**config.mk**
```make
export PLATFORM = sky130hd
export DESIGN_NAME = prrs_ctrl
export DESIGN_NICKNAME = d
export VERILOG_FILES = /design/src/hdl/prrs_pkg.sv /design/src/hdl/prrs_ctrl.sv
export SDC_FILE = /design/constraint.sdc
export NUM_CORES = 1
export LEC_CHECK = 0
export ABC_AREA = 1
export CAP_MARGIN = 20
export CELL_PAD_IN_SITES_DETAIL_PLACEMENT = 1
export CELL_PAD_IN_SITES_GLOBAL_PLACEMENT = 2
export CORE_MARGIN = 5
export CORE_UTILIZATION = 27
export DETAILED_ROUTE_END_ITERATION = 10
export DONT_BUFFER_PORTS = 1
export PLACE_DENSITY = 0.69
export SLEW_MARGIN = 20
export SYNTH_ARGS = -nofsm -noshare
export SYNTH_HDL_FRONTEND = slang
export SYNTH_SLANG_ARGS = --single-unit
```
**constraint.sdc**
```tcl
create_clock -name clk_i -period 1.3 [get_ports clk_i]
set_input_delay 0.26 -clock clk_i [delete_from_list [all_inputs] [get_ports clk_i]]
set_output_delay 0.26 -clock clk_i [all_outputs]
set_load 0.03 [all_outputs]
```
**src/hdl/prrs_pkg.sv**
```systemverilog
// Shared types and constants for the priority round-robin scheduler.
// Used by the channel interfaces, the controller, the datapath and the checker.
`default_nettype none

package prrs_pkg;

  localparam int unsigned MAX_TASKS_DEF = 16;

  localparam int unsigned ID_W   = 16;
  localparam int unsigned PRIO_W = 4;
  localparam int unsigned TIME_W = 16;
  localparam int unsigned Q_W    = 8;

  localparam logic [ID_W-1:0] LAST_ID_RST = 16'd1;
  localparam logic [Q_W-1:0]  QUANTUM_RST = 8'd10;

  // action codes
  localparam logic ACT_ADD  = 1'b0;
  localparam logic ACT_STEP = 1'b1;

  // result status codes
  localparam logic [1:0] ST_ADDED = 2'd0;
  localparam logic [1:0] ST_FULL  = 2'd1;
  localparam logic [1:0] ST_RUN   = 2'd2;
  localparam logic [1:0] ST_EMPTY = 2'd3;

  typedef struct packed {
    logic [ID_W-1:0]   id;
    logic [PRIO_W-1:0] prio;
    logic [TIME_W-1:0] rem;
  } entry_t;

  typedef struct packed {
    logic [1:0]        status;
    logic [ID_W-1:0]   task_id;
    logic [PRIO_W-1:0] task_priority;
    logic [Q_W-1:0]    slice_run;
    logic [TIME_W-1:0] remaining_after;
    logic              finished;
  } res_t;

  // controller to datapath
  typedef struct packed {
    logic accept;     // latch the input beat
    logic decode;     // handle add / empty step, or start the scan
    logic scan_rd;    // read the next entry for the priority scan
    logic shift_set;  // point past the chosen entry
    logic shift_rd;   // read the next entry to move down by one
    logic run;        // run the slice, requeue or drop the task
    logic out_load;   // move the result into the output register
  } ctrl_cmd_t;

  // datapath to controller
  typedef struct packed {
    logic is_step;
    logic empty;
    logic scan_last;
    logic shift_done;
    logic out_free;
  } ctrl_sts_t;

endpackage

`default_nettype wire

```
**src/hdl/prrs_ctrl.sv**
```systemverilog
// Sequencing state machine of the scheduler: add, scan, compact, run, output.
// Depends on prrs_pkg for the command and status structs.
`default_nettype none

module prrs_ctrl
  import prrs_pkg::*;
(
  input  wire logic      clk_i,
  input  wire logic      rst_ni,
  input  wire logic      in_valid_i,
  output logic           in_ready_o,
  input  wire ctrl_sts_t sts_i,
  output ctrl_cmd_t      cmd_o
);

  localparam logic [2:0] S_IDLE      = 3'd0;
  localparam logic [2:0] S_DEC       = 3'd1;
  localparam logic [2:0] S_SCAN      = 3'd2;
  localparam logic [2:0] S_SCAN_END  = 3'd3;
  localparam logic [2:0] S_SHIFT_SET = 3'd4;
  localparam logic [2:0] S_SHIFT     = 3'd5;
  localparam logic [2:0] S_RUN       = 3'd6;
  localparam logic [2:0] S_OUT       = 3'd7;

  logic [2:0] state_q, state_d;

  assign in_ready_o = (state_q == S_IDLE);

  always_comb begin
    state_d = state_q;
    cmd_o   = '0;
    unique case (state_q)
      S_IDLE: begin
        if (in_valid_i) begin
          cmd_o.accept = 1'b1;
          state_d      = S_DEC;
        end
      end
      S_DEC: begin
        cmd_o.decode = 1'b1;
        state_d      = (sts_i.is_step && !sts_i.empty) ? S_SCAN : S_OUT;
      end
      S_SCAN: begin
        cmd_o.scan_rd = 1'b1;
        if (sts_i.scan_last) state_d = S_SCAN_END;
      end
      // last compare lands here
      S_SCAN_END: state_d = S_SHIFT_SET;
      S_SHIFT_SET: begin
        cmd_o.shift_set = 1'b1;
        state_d         = S_SHIFT;
      end
      S_SHIFT: begin
        if (sts_i.shift_done) begin
          state_d = S_RUN;
        end else begin
          cmd_o.shift_rd = 1'b1;
        end
      end
      S_RUN: begin
        cmd_o.run = 1'b1;
        state_d   = S_OUT;
      end
      S_OUT: begin
        if (sts_i.out_free) begin
          cmd_o.out_load = 1'b1;
          state_d        = S_IDLE;
        end
      end
      default: state_d = S_IDLE;
    endcase
  end

  always_ff @(posedge clk_i or negedge rst_ni) begin
    if (!rst_ni) begin
      state_q <= S_IDLE;
    end else begin
      state_q <= state_d;
    end
  end

endmodule

`default_nettype wire

```
==> flow_summary.toml <==
[job]
drv_cap = 0

[worst_setup_path]
r2r_slack_ns = -0.11
r2r_start = "state_q[1]"
arrival_ns = 1.25
required_ns = 1.04
path_class = "flip-flop to output port"
crit_path_start_kind = "flip-flop"
path_cells = "inv_4 -> ha_4 -> inv_2 -> nor3_4 -> buf_6"
cp_max_fo = 4
cp_num_buf_inv = 3
cp_top_family = "flip-flops"
rr_endpoint = "state_q[0]"
worst_path_largest_cell_delay_ns = 0.46
critPathSlowestCell = "dfrtp_2"
worst_setup_path_end_kind = "output port"
worstRegToRegCells = 7

[clock_network]
clk_path_buf_depth = 2
path_clk_slew_ns = 0.04
cts_htree_levels = 1
cts.sinks = 3
cts-root-buf = "clkbuf_4"
cts_buffers = 3
clkLatencyLatePin_ns = 0.23
cts_tree = "done"

[route]
wl_per_cell_um = 13.4
drc = 0
drt-initial-drc-count = 1
vias_per_cell = 4.54
wl_um = 1260
firstDrtPassIters = 2
ant_nets = 0
num_vias = 427

[yosys]
yosysTopAreaCellShare = 0.208
synth_enable_flop_cells = 0
ys_ff_latch = 3
yosys-top-cells-area = "dfrtp_1 (21%), inv_1 (15%), ha_1 (14%)"
yosysTopAreaCell = "dfrtp_1"
yosysMostFrequentCell = "inv_1"
ys_seq_area_frac = 0.208
synth-async-reset-ratio = 1.00
synth_nets = 66
yosys-top-cells-count = "inv_1 (14), nand2_1 (12), ha_1 (4), nand3_1 (4), nor2_1 (4)"
syn_area_per_cell_um2 = 6.70
ys_warn_count = 0
ys_types = 15
synth_area_um2 = 362
synthFlopType = "dfrtp_1"
syn_inst = 54

[final_layout]
finalInstanceArea_um2 = 758
largest_reg_flops = 3
diodes = 0
nets = 92
top_register = "state_q"
finalNonFillerCells = 94
reg_top3 = "state_q: 3 flops"
final_util = 0.590
syn2layout_area_growth_pct = 110
drive_gt1_frac = 0.684

[status]
failed_checks = "setup timing"
status = "finished, violations left"

[sta]
grt_setup_unrepaired = "yes"
slew_viol_final = 0
fin_ws_ns = -0.209
skew_ns = 0.00404
period_minus_slack_ns = 1.51
worst_pin_slew_ns = 0.185
setup_viol = 11
timing.fmax_mhz = 663
slew_headroom = 0.877
layout_worst_path_cycle_share = 1.16
finalHoldViolations = 0

[place]
dp_cells = 80
io_buffer_count = 0
pre_cts_ws_ns = -0.114
place_area_um2 = 524
dpl.hpwl_um = 774
gp_congestion = 0.711

[power_and_ir_drop]
p_sw_mw = 1.07
p_seq_frac = 0.115
p_comb_frac = 0.810
leakage_nw = 0.367
power_mw = 2.19
vdd_drop_max_mv = 1.19
p_int_mw = 1.12
swShare = 0.490
powerDensity_nw_per_um2 = 2890
p_clk_frac = 0.075

[die]
dieArea_um2 = 2170
initial_core_util = 0.281
core_area_um2 = 1280
rows = 13
die_h_um = 46.6
dieWidth_um = 46.6
io_pins = 16

[grt]
first_global_vias = 486
antenna_found_initial = 0
grt_start_max_net_pins = 9
grt.overflow.total = 0
grt_pass1_wl_um = 2070
grtUsageTotal = 0.141

[min_path]
holdCritPathClass = "input pin to asynchronous set/reset pin"
[area by class of cell]
cell class | instances | area, um^2
fill | 153 | 527
multi-input combinational | 35 | 333
timing repair buffer | 22 | 231
sequential | 3 | 77.6
inverter | 15 | 71.3
clock buffer | 4 | 26.3
tap | 15 | 18.8
[per-stage QoR]
| stage | hold slack (ns) | TNS, ns |
|---|---|---|
| floorplan | -0.0356 | -0.0491 |
| global placement | -0.0355 | -0.124 |
| detailed placement | -0.0355 | -0.278 |
| global route | 0.275 | -2.41 |
| finish | 0.275 | -1.66 |
| CTS | 0.269 | -1.75 |
[cell families after synthesis]
family	count (synthesis)	synth area share
adder cells (fa/ha/maj)	4	0.138
AND/OR/NAND/NOR	27	0.412
AO/OA/AOI/OAI	4	0.0553
buffers and inverters	16	0.187
flip-flops	3	0.208
[cells in the final DEF, fill, tap and decap left out]
cell type	n
a21oi_2	1
buf_12	3
buf_4	11
buf_6	7
clkbuf_1	1
clkbuf_4	3
dfrtp_1	1
dfrtp_2	2
dlygate4sd3_1	1
ha_4	4
inv_1	6
inv_2	4
inv_4	4
inv_6	1
nand2_1	9
nand2_2	2
nand2_4	2
nand3_1	3
nand3_4	2
nand3b_1	1
nor2_1	2
nor2_2	2
nor2_4	2
nor3_4	2
o21ai_0	1
o21ai_2	2
[worst reg2reg max path: cells and delay by family (launching register included)]
family	cells	cell delay [ns]
flip-flops	1	0.45
AND/OR/NAND/NOR	3	0.25
AO/OA/AOI/OAI	1	0.16
adder cells (fa/ha/maj)	1	0.17
buffers and inverters	2	0.25
[power groups by stage]
stage                     clock network (mW)  registers [mW]  logic (mW)
after floorplan                            0           0.187       0.779
after global placement                     0           0.206        1.16
after detailed placement                   0           0.208        1.17
after CTS                              0.170           0.256        1.59
after global routing                   0.181           0.268        1.91
final                                  0.163           0.253        1.78
[per-layer routing]
| metal | wire length, um | global-route usage | up-vias |
|---|---|---|---|
| li1 | - | - | 212 |
| met1 | 475 | 0.145 | 199 |
| met2 | 697 | 0.245 | 12 |
| met3 | 49 | 0.0352 | 4 |
| met4 | 40 | 0.0966 | 0 |
| met5 | 0 | 0 | - |
[how the worst max path moves through the flow]
stage	slack [ns]	end	depth (start not counted)	start
final	-0.21	cmd_o[6]	5	state_q[0]
after global routing	-0.27	cmd_o[6]	5	state_q[0]
after CTS	-0.22	cmd_o[6]	5	state_q[0]
after detailed placement	-0.11	cmd_o[6]	5	state_q[0]
after global placement	-0.07	cmd_o[6]	5	state_q[0]
after floorplan	-0.05	cmd_o[6]	4	state_q[0]
[timing repair]
action / in CTS / in global routing
buffers inserted: 5 / 4
pin swaps: 11 / 5
endpoints found under the hold margin: 3 / 0
setup endpoints to repair: 11 / 11
gates resized for setup: 39 / 3
hold buffers: 1 / 0
Note: power is estimated with default switching activity, not from simulation.
