[config.mk]
export PLATFORM = sky130hd
export DESIGN_NAME = prrs_dp
export DESIGN_NICKNAME = d
export VERILOG_FILES = /design/src/hdl/prrs_pkg.sv /design/src/hdl/prrs_dp.sv
export SDC_FILE = /design/constraint.sdc
export NUM_CORES = 1
export LEC_CHECK = 0
export ABC_AREA = 0
export CORE_MARGIN = 2
export CORE_UTILIZATION = 65
export CTS_BUF_LIST = sky130_fd_sc_hd__clkbuf_8
export DETAILED_ROUTE_END_ITERATION = 12
export DONT_BUFFER_PORTS = 1
export PLACE_DENSITY_LB_ADDON = 0.1
export SLEW_MARGIN = 40
export SYNTH_ARGS = -nofsm -noshare
export SYNTH_HDL_FRONTEND = slang
export SYNTH_SLANG_ARGS = --single-unit
[constraint.sdc]
create_clock -name clk_i -period 14.95 [get_ports clk_i]
set_input_delay 2.2425 -clock clk_i [delete_from_list [all_inputs] [get_ports clk_i]]
set_output_delay 2.2425 -clock clk_i [all_outputs]
set_load 0.05 [all_outputs]
[src/hdl/prrs_pkg.sv]
// Shared types and constants for the priority round-robin scheduler.
// Used by the channel interfaces, the controller, the datapath and the checker.
`default_nettype none

package prrs_pkg;

  localparam int unsigned MAX_TASKS_DEF = 16;

  localparam int unsigned ID_W   = 16;
  localparam int unsigned PRIO_W = 4;
  localparam int unsigned TIME_W = 16;
  localparam int unsigned Q_W    = 8;

  localparam logic [ID_W-1:0] LAST_ID_RST = 16'd1;
  localparam logic [Q_W-1:0]  QUANTUM_RST = 8'd10;

  // action codes
  localparam logic ACT_ADD  = 1'b0;
  localparam logic ACT_STEP = 1'b1;

  // result status codes
  localparam logic [1:0] ST_ADDED = 2'd0;
  localparam logic [1:0] ST_FULL  = 2'd1;
  localparam logic [1:0] ST_RUN   = 2'd2;
  localparam logic [1:0] ST_EMPTY = 2'd3;

  typedef struct packed {
    logic [ID_W-1:0]   id;
    logic [PRIO_W-1:0] prio;
    logic [TIME_W-1:0] rem;
  } entry_t;

  typedef struct packed {
    logic [1:0]        status;
    logic [ID_W-1:0]   task_id;
    logic [PRIO_W-1:0] task_priority;
    logic [Q_W-1:0]    slice_run;
    logic [TIME_W-1:0] remaining_after;
    logic              finished;
  } res_t;

  // controller to datapath
  typedef struct packed {
    logic accept;     // latch the input beat
    logic decode;     // handle add / empty step, or start the scan
    logic scan_rd;    // read the next entry for the priority scan
    logic shift_set;  // point past the chosen entry
    logic shift_rd;   // read the next entry to move down by one
    logic run;        // run the slice, requeue or drop the task
    logic out_load;   // move the result into the output register
  } ctrl_cmd_t;

  // datapath to controller
  typedef struct packed {
    logic is_step;
    logic empty;
    logic scan_last;
    logic shift_done;
    logic out_free;
  } ctrl_sts_t;

endpackage

`default_nettype wire

[src/hdl/prrs_dp.sv]
// Scheduler datapath: task queue memory, count, id and quantum registers,
// priority scan, compaction, slice arithmetic and the output register.
// Depends on prrs_pkg; driven by prrs_ctrl through ctrl_cmd_t / ctrl_sts_t.
`default_nettype none

module prrs_dp
  import prrs_pkg::*;
#(
  parameter int unsigned MaxTasks = MAX_TASKS_DEF
) (
  input  wire logic              clk_i,
  input  wire logic              rst_ni,
  input  wire logic              cfg_we_i,
  input  wire logic [Q_W-1:0]    cfg_wdata_i,
  input  wire logic              action_i,
  input  wire logic [PRIO_W-1:0] priority_req_i,
  input  wire logic [TIME_W-1:0] burst_i,
  input  wire ctrl_cmd_t         cmd_i,
  output ctrl_sts_t              sts_o,
  input  wire logic              out_ready_i,
  output logic                   out_valid_o,
  output res_t                   out_o
);

  localparam int unsigned CW = $clog2(MaxTasks + 1);
  localparam int unsigned AW = $clog2(MaxTasks);

  entry_t mem [MaxTasks];

  logic [CW-1:0]     count_q;
  logic [ID_W-1:0]   last_id_q;
  logic [Q_W-1:0]    quantum_q;
  logic [CW-1:0]     ptr_q;
  logic              cmp_pend_q, sh_pend_q;
  logic              out_vld_q;
  entry_t            rd_q;
  logic [AW-1:0]     rd_idx_q;
  entry_t            best_q;
  logic [AW-1:0]     best_idx_q;
  logic              act_q;
  logic [PRIO_W-1:0] prio_q;
  logic [TIME_W-1:0] burst_q;
  res_t              res_q, res_d;
  res_t              out_q;

  logic [CW-1:0]     cnt_m1;
  logic              full;
  logic [ID_W-1:0]   next_id;
  logic [Q_W-1:0]    q_eff;
  logic [Q_W-1:0]    slice;
  logic [TIME_W-1:0] new_rem;
  logic              add_ok;
  logic              requeue;
  logic              we;
  logic [AW-1:0]     waddr;
  entry_t            wdata;

  assign cnt_m1  = count_q - CW'(1);
  assign full    = (count_q == CW'(MaxTasks));
  assign next_id = last_id_q + ID_W'(1);
  assign q_eff   = (quantum_q == '0) ? Q_W'(1) : quantum_q;
  assign slice   = (best_q.rem < TIME_W'(q_eff)) ? best_q.rem[Q_W-1:0] : q_eff;
  assign new_rem = best_q.rem - TIME_W'(slice);
  assign add_ok  = cmd_i.decode && (act_q == ACT_ADD) && !full;
  assign requeue = cmd_i.run && (new_rem != '0);

  assign sts_o.is_step    = (act_q == ACT_STEP);
  assign sts_o.empty      = (count_q == '0);
  assign sts_o.scan_last  = (ptr_q == cnt_m1);
  assign sts_o.shift_done = (ptr_q == count_q);
  assign sts_o.out_free   = !out_vld_q || out_ready_i;

  assign out_valid_o = out_vld_q;
  assign out_o       = out_q;

  // single write port: compaction, append on add, requeue after a slice
  always_comb begin
    we    = 1'b0;
    waddr = rd_idx_q - AW'(1);
    wdata = rd_q;
    if (sh_pend_q) begin
      we = 1'b1;
    end else if (add_ok) begin
      we    = 1'b1;
      waddr = count_q[AW-1:0];
      wdata = '{id: next_id, prio: prio_q, rem: burst_q};
    end else if (requeue) begin
      we    = 1'b1;
      waddr = cnt_m1[AW-1:0];
      wdata = '{id: best_q.id, prio: best_q.prio, rem: new_rem};
    end
  end

  always_ff @(posedge clk_i) begin
    if (we) mem[waddr] <= wdata;
    rd_q     <= mem[ptr_q[AW-1:0]];
    rd_idx_q <= ptr_q[AW-1:0];
  end

  always_comb begin
    res_d = res_q;
    if (cmd_i.decode) begin
      res_d = '0;
      if (act_q == ACT_ADD) begin
        if (full) begin
          res_d.status = ST_FULL;
        end else begin
          res_d.status  = ST_ADDED;
          res_d.task_id = next_id;
        end
      end else begin
        res_d.status = ST_EMPTY;
      end
    end else if (cmd_i.run) begin
      res_d.status          = ST_RUN;
      res_d.task_id         = best_q.id;
      res_d.task_priority   = best_q.prio;
      res_d.slice_run       = slice;
      res_d.remaining_after = new_rem;
      res_d.finished        = (new_rem == '0);
    end
  end

  // payload, result, best-entry and pointer registers
  always_ff @(posedge clk_i) begin
    if (cmd_i.accept) begin
      act_q   <= action_i;
      prio_q  <= priority_req_i;
      burst_q <= burst_i;
    end
    res_q <= res_d;
    if (cmd_i.out_load) out_q <= res_q;
    // the first entry seeds the scan; later ones win only on strictly higher priority
    if (cmp_pend_q && ((rd_idx_q == '0) || (rd_q.prio > best_q.prio))) begin
      best_q     <= rd_q;
      best_idx_q <= rd_idx_q;
    end
    if (cmd_i.decode) begin
      ptr_q <= '0;
    end else if (cmd_i.scan_rd || cmd_i.shift_rd) begin
      ptr_q <= ptr_q + CW'(1);
    end else if (cmd_i.shift_set) begin
      ptr_q <= CW'(best_idx_q) + CW'(1);
    end
  end

  always_ff @(posedge clk_i or negedge rst_ni) begin
    if (!rst_ni) begin
      count_q    <= '0;
      last_id_q  <= LAST_ID_RST;
      quantum_q  <= QUANTUM_RST;
      cmp_pend_q <= 1'b0;
      sh_pend_q  <= 1'b0;
      out_vld_q  <= 1'b0;
    end else begin
      if (cfg_we_i) quantum_q <= cfg_wdata_i;
      cmp_pend_q <= cmd_i.scan_rd;
      sh_pend_q  <= cmd_i.shift_rd;
      if (add_ok) begin
        count_q   <= count_q + CW'(1);
        last_id_q <= next_id;
      end else if (cmd_i.run && !requeue) begin
        count_q <= cnt_m1;
      end
      if (cmd_i.out_load) begin
        out_vld_q <= 1'b1;
      end else if (out_ready_i) begin
        out_vld_q <= 1'b0;
      end
    end
  end

endmodule

`default_nettype wire

==> results.json, run 1 <==
{
  "power.density_nw_per_um2": 164,
  "r2r_start": "best_q[8]",
  "utilization_pct": 73.0,
  "path_class": "register to register",
  "dieArea_um2": 50300,
  "ys.flop_type": "edfxtp_1",
  "core_area_um2": 47800,
  "viasPerCell": 6.39,
  "clock_latency_ps": 740,
  "dr.pass1.iters": 5,
  "synth-edff-count": 702,
  "leakagePower_nw": 11.7,
  "finClkSkew_ps": 32.1,
  "cp_num_buf_inv": 2,
  "clock.fmax_ghz": 0.143,
  "wire_per_inst_um": 26.5,
  "crit_slowest_cell": "nor2_4",
  "synth_top_area_share_pct": 66.9,
  "htree_num_levels": 3,
  "clkSinkCount": 808,
  "drive_above_1_share_pct": 23.9,
  "start_util_pct": 65.9,
  "cp_slowest_stage_delay_ps": 630,
  "synth_commonest_cells": "edfxtp_1 (702), mux4_2 (180), nand2_1 (100)",
  "hold_viol": 0,
  "postSynthAreaPerCell_um2": 18.7,
  "yosys_warnings": 0,
  "grt_overflow": 0,
  "cp_top_family": "simple AND/OR/NAND/NOR gates",
  "synth.largest_area_cell": "edfxtp_1",
  "netlist_instances": 1686,
  "gr-usage-all-layers_pct": 27.3,
  "dieWidth_um": 224,
  "register_area_um2": 23400,
  "critPathMaxFanout": 22,
  "status": "finished clean",
  "vias": 15907,
  "syn-num-nets": 1752,
  "tns_ps": 0,
  "drtAntennaViolNets": 0,
  "ctsHoldBuffers": 0,
  "syn2layout_area_growth_pct": 10.8,
  "fp.dieH_um": 224,
  "nets": 1834,
  "drcViolationCount": 0,
  "drt_iter0_markers": 1921,
  "timing.critical_path.to_type": "register",
  "cp_data_required_time_ps": 15320,
  "worst_slew_pin_slew_ps": 869,
  "multi_input_area_um2": 7960,
  "fill_cells": 2862,
  "ys_types": 74,
  "clock-root-buffer": "clkbuf_8",
  "netlist_top_cells_area": "edfxtp_1 (67%), mux4_2 (13%), dfxtp_1 (4.7%)",
  "ys_async_sr_fraction_pct": 3.96,
  "cts_buffer_depth": 3,
  "holdCritStartpoint": "res_q[29]",
  "hp-class": "register to register",
  "drv_slew": 0,
  "diodes": 0,
  "dp_hpwl_um": 38500,
  "cts_buffers": 121,
  "period_share_pct": 46.8,
  "post_cts_buffers": 0,
  "drv_cap": 0,
  "startpoint_type": "register",
  "cts_resized": 0,
  "slew_headroom_pct": 42.1,
  "wl_um": 65900,
  "startpoint": "best_q[8]",
  "ys_seq_area_share_pct": 74.1,
  "grt_pass1_wl_um": 99500,
  "cp_cell_sequence": "or3_1 > or4_4 > or2_4 > nor3_4 > mux2i_1 > inv_1 > fa_1 > nand2b_1 > a21oi_1 > nand2b_1 > a31oi_1 > nor4b_1 > a41o_4 > a21oi_4 > o22a_2 > nor2_4 > buf_4",
  "routabilityCongestion": 0.882,
  "ir_drop_v": 0.0000867,
  "syn-cell-area_um2": 31500,
  "grt_max_degree": 57,
  "synth.most_common_cell": "edfxtp_1",
  "ys_ff_latch": 808,
  "period_minus_slack_ps": 6990,
  "io_pins": 93,
  "rows": 80,
  "rsz0062_at_grt": "false",
  "critPathArrivalTime_ps": 7370,
  "finalSetupViolCount": 0,
  "clk_pin_slew_ps": 60,
  "worst_path_most_repeated_cell": "nand2b_1",
  "grt_pass1_vias": 15963,
  "cts_tree": "done",
  "antenna_found_initial": 0,
  "io_buffers": 0
}
==> worst register-to-register path: cells and delay by family, from the launching register on <==
| family | cells | cell delay, ps |
|---|---|---|
| and+or+nand+nor | 8 | 3180 |
| buffers and inverters | 2 | 600 |
| AOI/OAI and AO/OA | 5 | 1510 |
| muxes | 1 | 350 |
| DFF | 1 | 540 |
| adders and majority gates | 1 | 440 |
==> per-layer routing <==
metal | vias up | GRT usage, % | part of all wire, %
li1 | 6914 | - | -
met1 | 8133 | 41.0 | 42
met2 | 755 | 41.1 | 46
met3 | 105 | 6.89 | 10
met4 | 0 | 7.28 | 1.9
met5 | - | 0 | 0
==> through the flow <==
stage | cell area [µm²] | hold WS, ps | power (W) | setup WS, ps | cells
6_report | 34900 | 417 | 0.00574 | 7960 | 2488
5_1_grt | 34900 | 422 | 0.00597 | 7560 | 2488
4_1_cts | 34900 | 419 | 0.00577 | 8020 | 2487
3_5_place_dp | 32500 | 405 | 0.00409 | 8030 | 2259
3_3_place_gp | 32400 | 401 | 0.00404 | 8020 | 2257
2_1_floorplan | 31500 | 329 | 0.00371 | 7280 | 1686
==> cells by family after synthesis <==
kind of cell,Yosys count,share of synthesized area (%)
xor+xnor,52,1.45
mux,195,13.3
fa+ha+maj,26,1.06
buf+inv,109,1.35
flops,808,74.1
simple gates,289,4.30
compound gates,207,4.36
==> state kept, by name, summed over array words and instances (netlist names), 4 cells and up <==
signal	count
burst_q	16
res_q	47
best_idx_q	4
prio_q	4
ptr_q	5
rd_q	36
quantum_q	8
last_id_q	16
mem	576
best_q	36
out_o	47
rd_idx_q	4
count_q	5
==> report_power, final <==
group	switching (W)	total [W]	internal [W]
clock network	0.000810	0.00169	0.000881
logic	0.000616	0.000948	0.000332
registers	0.000196	0.00310	0.00291
total	0.00162	0.00574	0.00412
==> cells in the final DEF (no fill, tap or decap), types with 4 or more instances in the layout <==
cell type  instances
edfxtp_1         702
mux4_2           180
clkbuf_8         135
nand2_1          100
nor2_1            90
inv_1             80
dfxtp_1           70
o21ai_0           41
a21oi_1           40
buf_4             36
dfrtp_1           29
xor2_1            28
ha_1              25
xnor2_1           24
clkinv_1          22
nand3_1           16
nor3_1            15
mux2i_1           14
a211oi_1          13
o21ai_1           13
o21ai_2           12
a21o_1            11
a21oi_2           11
nand2b_1           9
clkinv_2           9
o21a_1             8
nor3_4             7
nor2_4             7
a22oi_1            6
o22ai_1            6
or3_1              5
nor3_2             5
nor2b_1            4
and2_1             4
and3_1             4
a31oi_1            4
==> final cells by class <==
type / instances / share of cell area (%)
clock buffers: 135 / 5.32
clock inverters: 93 / 1.39
inverters: 27 / 0.290
multi-input cells: 769 / 22.8
flip-flops and latches: 808 / 67.0
well taps: 615 / 2.20
repair buffers: 41 / 1.01
==> path summary, 6_finish.rpt <==
path                                end  slack (ps)  cells after the start
setup / recovery             mem[3][13]        7960                     17
hold / removal                out_o[29]         420                      0
setup reg to reg             mem[3][13]        7960                     17
hold reg to reg               out_o[29]         420                      0
max in group asynchronous  last_id_q[0]       13540                      0
min in group asynchronous  quantum_q[6]        1210                      0
(Power assumes the default switching activity.)
==> run 2: changes to the inputs <==
clock period = 7.1 ns   (was 14.95 ns; I/O delays follow)
==> results.json, run 2 (same netlist as run 1, synthesis figures left out) <==
{
  "drt_iter0_markers": 1717,
  "hold_viol": 0,
  "register_area_um2": 23400,
  "cts_resized": 0,
  "io_buffers": 0,
  "dp_hpwl_um": 38600,
  "p_switching_w": 0.00347,
  "viasPerCell": 6.34,
  "layout_commonest_cell": "edfxtp_1",
  "p_int_w": 0.00877,
  "critPathMaxFanout": 36,
  "post_cts_buffers": 0,
  "p_clk_share_pct": 29.8,
  "cts_tree": "done",
  "routabilityCongestion": 0.868,
  "fp.dieH_um": 224,
  "antenna_found_initial": 0,
  "dr.pass1.iters": 6,
  "dieArea_um2": 50300,
  "gr-usage-all-layers_pct": 26.7,
  "hp-class": "input pin to async pin",
  "utilization_pct": 73.5,
  "multi_input_area_um2": 7890,
  "grt_overflow": 0,
  "finalSetupViolCount": 0,
  "worst_slew_pin_slew_ps": 827,
  "comb_power_share_pct": 16.8,
  "ctsHoldBuffers": 1,
  "largest_reg_flops": 576,
  "cp_cell_sequence": "or3_1 > or4_4 > or2_4 > nor3_4 > buf_4 > mux2i_1 > ha_1 > a21oi_4 > o211a_1 > o21ai_2 > or4b_2 > o311ai_1 > a41o_4 > a21oi_4 > o22a_2 > nor3_4 > buf_4",
  "power.total_w": 0.0122,
  "finalInstanceArea_um2": 35200,
  "fill_cells": 2743,
  "rsz0062_at_grt": "false",
  "cts_buffers": 121,
  "critPathArrivalTime_ps": 6880,
  "period_minus_slack_ps": 6540,
  "io_pins": 93,
  "cp_data_required_time_ps": 7440,
  "switching_share_pct": 28.3,
  "wl_um": 65300,
  "htree_num_levels": 3,
  "final_cell_mix": "edfxtp_1 (702), mux4_2 (180), clkbuf_8 (138)",
  "clock_latency_ps": 720,
  "nets": 1853,
  "drive_above_1_share_pct": 24.8,
  "ir_drop_v": 0.000236,
  "leakagePower_nw": 11.8,
  "grt_pass1_wl_um": 97700,
  "p_seq_share_pct": 53.4,
  "drcViolationCount": 0,
  "slew_headroom_pct": 44.9,
  "clkSinkCount": 808,
  "crit_slowest_cell": "or4b_2",
  "wire_per_inst_um": 26.0,
  "syn2layout_area_growth_pct": 11.6,
  "core_area_um2": 47800,
  "status": "finished clean",
  "grt_max_degree": 53,
  "vias": 15924,
  "hold_slack_ps": 181,
  "dieWidth_um": 224,
  "timing.critical_path.to_type": "register",
  "placed_area_um2": 32700,
  "rows": 80,
  "start_util_pct": 65.9,
  "finClkSkew_ps": 20.5,
  "clock.fmax_ghz": 0.153,
  "startpoint_type": "register",
  "diodes": 0,
  "drv_slew": 0,
  "drv_cap": 0,
  "cp_slowest_stage_delay_ps": 650,
  "clock-root-buffer": "clkbuf_8",
  "clk_pin_slew_ps": 60,
  "cts_buffer_depth": 3,
  "power.density_nw_per_um2": 348,
  "top_register": "mem",
  "path_class": "register to register",
  "grt_pass1_vias": 15895,
  "period_share_pct": 92.1,
  "drtAntennaViolNets": 0
}
## run 2: per-stage QoR
stage	TNS [ps]	instances	setup slack [ps]
6_report	0	2511	558
5_1_grt	0	2511	222
4_1_cts	0	2510	580
3_5_place_dp	0	2277	598
3_3_place_gp	0	2274	712
2_1_floorplan	-61370	1686	-568
## run 2: path summary, 6_finish.rpt
kind                            slack [ps]  cells after the start            to      start
worst min-delay path                   180                      1    count_q[4]     rst_ni
max in group asynchronous             6720                      1  quantum_q[4]     rst_ni
worst max-delay path                   560                     17    mem[9][26]  best_q[8]
worst max register to register         560                     17    mem[9][26]  best_q[8]
min in group clk_i                     370                      0    cmp_pend_q   cmd_i[4]
worst min register to register         420                      0     out_o[39]  res_q[39]
## run 2: metal layers
metal / GRT usage (%) / share of wire (%)
met4: 7.48 / 2.1
met3: 6.31 / 9.0
met2: 40.4 / 47
met1: 40.1 / 42
met5: 0 / 0
## run 2: layout make-up
cell class                      instances  share of cell area [%]
Clock buffer                          138                    5.40
Inverter                               27                   0.288
Timing Repair Buffer                   60                    1.76
Tap cell                              615                    2.19
Clock inverter                         94                    1.48
Multi-Input combinational cell        769                    22.4
Sequential cell                       808                    66.5
## run 2: power by group through the flow
stage / Sequential (W) / Combinational, W / Clock [W]
2_1_floorplan: 0.00646 / 0.00136 / 0
3_3_place_gp: 0.00661 / 0.00194 / 0
3_5_place_dp: 0.00662 / 0.00203 / 0
4_1_cts: 0.00653 / 0.00204 / 0.00372
5_1_grt: 0.00658 / 0.00222 / 0.00391
6_report: 0.00653 / 0.00205 / 0.00365
## run 2: critical path: cells and delay by family (launching register included)
family,cells,cell delay (ps)
muxes,1,300
and+or+nand+nor,6,2350
buffers and inverters,2,820
AOI/OAI and AO/OA,7,1730
adders and majority gates,1,380
DFF,1,540
==> run 3: changes to the inputs <==
==> constraint.sdc (replaced) <==
create_clock -name clk_i -period 7.1 [get_ports clk_i]
set_input_delay 0.355 -clock clk_i [delete_from_list [all_inputs] [get_ports clk_i]]
set_output_delay 0.355 -clock clk_i [all_outputs]
set_load 0.05 [all_outputs]
==> results.json, run 3 (same netlist as run 1, synthesis figures left out) <==
{
  "status": "finished clean",
  "drv_slew": 0,
  "htree_num_levels": 3,
  "cp_top_family": "simple AND/OR/NAND/NOR gates",
  "wire_per_inst_um": 25.7,
  "clock_latency_ps": 730,
  "finClkSkew_ps": 27.3,
  "ir_drop_v": 0.000190,
  "slew_headroom_pct": 44.4,
  "dp_cells": 2276,
  "drcViolationCount": 0,
  "ctsHoldBuffers": 46,
  "routabilityCongestion": 0.864,
  "syn2layout_area_growth_pct": 13.1,
  "wl_um": 65500,
  "largest_reg_flops": 576,
  "dieWidth_um": 224,
  "clk_pin_slew_ps": 60,
  "globalRouteMet2Util_pct": 40.9,
  "cp_slowest_stage_delay_ps": 670,
  "cts_tree": "done",
  "utilization_pct": 74.5,
  "clock-root-buffer": "clkbuf_8",
  "viasPerCell": 6.28,
  "dieArea_um2": 50300,
  "io_buffers": 0,
  "cts_buffer_depth": 3,
  "clock.fmax_ghz": 0.151,
  "switching_share_pct": 28.0,
  "cts_resized": 0,
  "rsz0062_at_grt": "false",
  "critPathMaxFanout": 27,
  "clkSinkCount": 808,
  "antenna_found_initial": 2,
  "p_clk_share_pct": 29.8,
  "final_cell_mix": "edfxtp_1 (702), mux4_2 (180), clkbuf_8 (137)",
  "core_area_um2": 47800,
  "cts_buffers": 121,
  "grt_overflow": 0,
  "post_cts_buffers": 0,
  "hold_slack_ps": 68.2,
  "hold_viol": 0,
  "fp.dieH_um": 224,
  "drt_iter0_markers": 1788,
  "dr.pass1.iters": 5,
  "worst_slew_pin_slew_ps": 834,
  "instances_no_fill": 2553,
  "gr-usage-all-layers_pct": 27.0,
  "busiest_layer": "met1",
  "startpoint_type": "register",
  "start_util_pct": 65.9,
  "crit_slowest_cell": "nor3_4",
  "power.density_nw_per_um2": 344,
  "dp_hpwl_um": 38300,
  "power.total_w": 0.0123,
  "p_switching_w": 0.00343,
  "grt_use_met3_pct": 4.92,
  "top_register": "mem",
  "finalInstanceArea_um2": 35600,
  "p_seq_share_pct": 53.3,
  "nets": 1897,
  "hp-class": "input pin to register",
  "comb_power_share_pct": 16.9,
  "drv_cap": 0,
  "critPathArrivalTime_ps": 7020,
  "grt_max_degree": 73,
  "grt_pass1_wl_um": 99300,
  "io_pins": 93,
  "p_int_w": 0.00883,
  "finalSetupViolCount": 0,
  "placed_area_um2": 32700,
  "cp_num_buf_inv": 2,
  "timing.critical_path.to_type": "register",
  "vias": 16038,
  "path_class": "register to register",
  "drtAntennaViolNets": 0,
  "rows": 80,
  "period_share_pct": 93.3,
  "drive_above_1_share_pct": 23.5,
  "period_minus_slack_ps": 6630,
  "leakagePower_nw": 12.1,
  "cp_data_required_time_ps": 7500,
  "grt_pass1_vias": 16133,
  "layout_commonest_cell": "edfxtp_1",
  "grt.met1_usage_pct": 41.4,
  "cp_cell_sequence": "or3_1 > or4_4 > or2_4 > nor3_4 > mux2i_1 > inv_1 > fa_1 > nand2b_1 > a21oi_1 > o21a_1 > a21oi_1 > o311ai_1 > a41o_4 > o41ai_4 > or2_1 > nor3_4 > buf_12"
}
[run 3: changes by cell type in the layout (fill, tap and decap cells not counted), sizes merged]
cell / before / now
clkinv: 46 / 31
diode: 0 / 1
dlygate4sd3: 0 / 41
clkbuf: 138 / 137
clkinvlp: 2 / 1
buf: 60 / 63
inv: 70 / 82
bufinv: 3 / 5
[run 3: metrics by stage]
step                      setup TNS, ps  setup slack [ps]
after floorplan                  -61370              -568
after global placement                0               603
after detailed placement              0               469
after CTS                             0               440
after global routing                  0              49.7
final                                 0               474
[run 3: cell type report]
class	count	area, µm²
antenna	1	2.50
clock buffer	137	1890
sequential	808	23400
multi-input combinational	769	7900
timing repair buffer	104	1090
tap	615	769
clock inverter	92	520
inverter	27	101
fill	2726	12200
[run 3: metal layers]
metal / part of all wire (%) / wire [µm]
met1: 43 / 28400
met2: 47 / 30500
met3: 7.9 / 5190
met4: 2.2 / 1450
met5: 0 / 0
[run 3: path summary, 6_finish.rpt]
check	slack, ps	cells after the start	to	start
min reg2reg	410	0	out_o[31]	res_q[31]
max reg2reg	470	17	mem[4][8]	best_q[8]
max in group asynchronous	6680	2	last_id_q[0]	rst_ni
max	470	17	mem[4][8]	best_q[8]
min	70	3	ptr_q[2]	cmd_i[3]
min in group asynchronous	130	2	quantum_q[0]	rst_ni
[run 3: worst min-delay path, stage by stage]
cell     delay [ps]
and3_1          150
o21ai_0         140
a21oi_1          80
[run 3: power by group through the flow]
stage	clock network (W)	registers, W	logic, W
after floorplan	0	0.00646	0.00136
after global placement	0	0.00661	0.00192
after detailed placement	0	0.00663	0.00201
after CTS	0.00372	0.00653	0.00207
after global routing	0.00392	0.00658	0.00226
final	0.00365	0.00653	0.00208
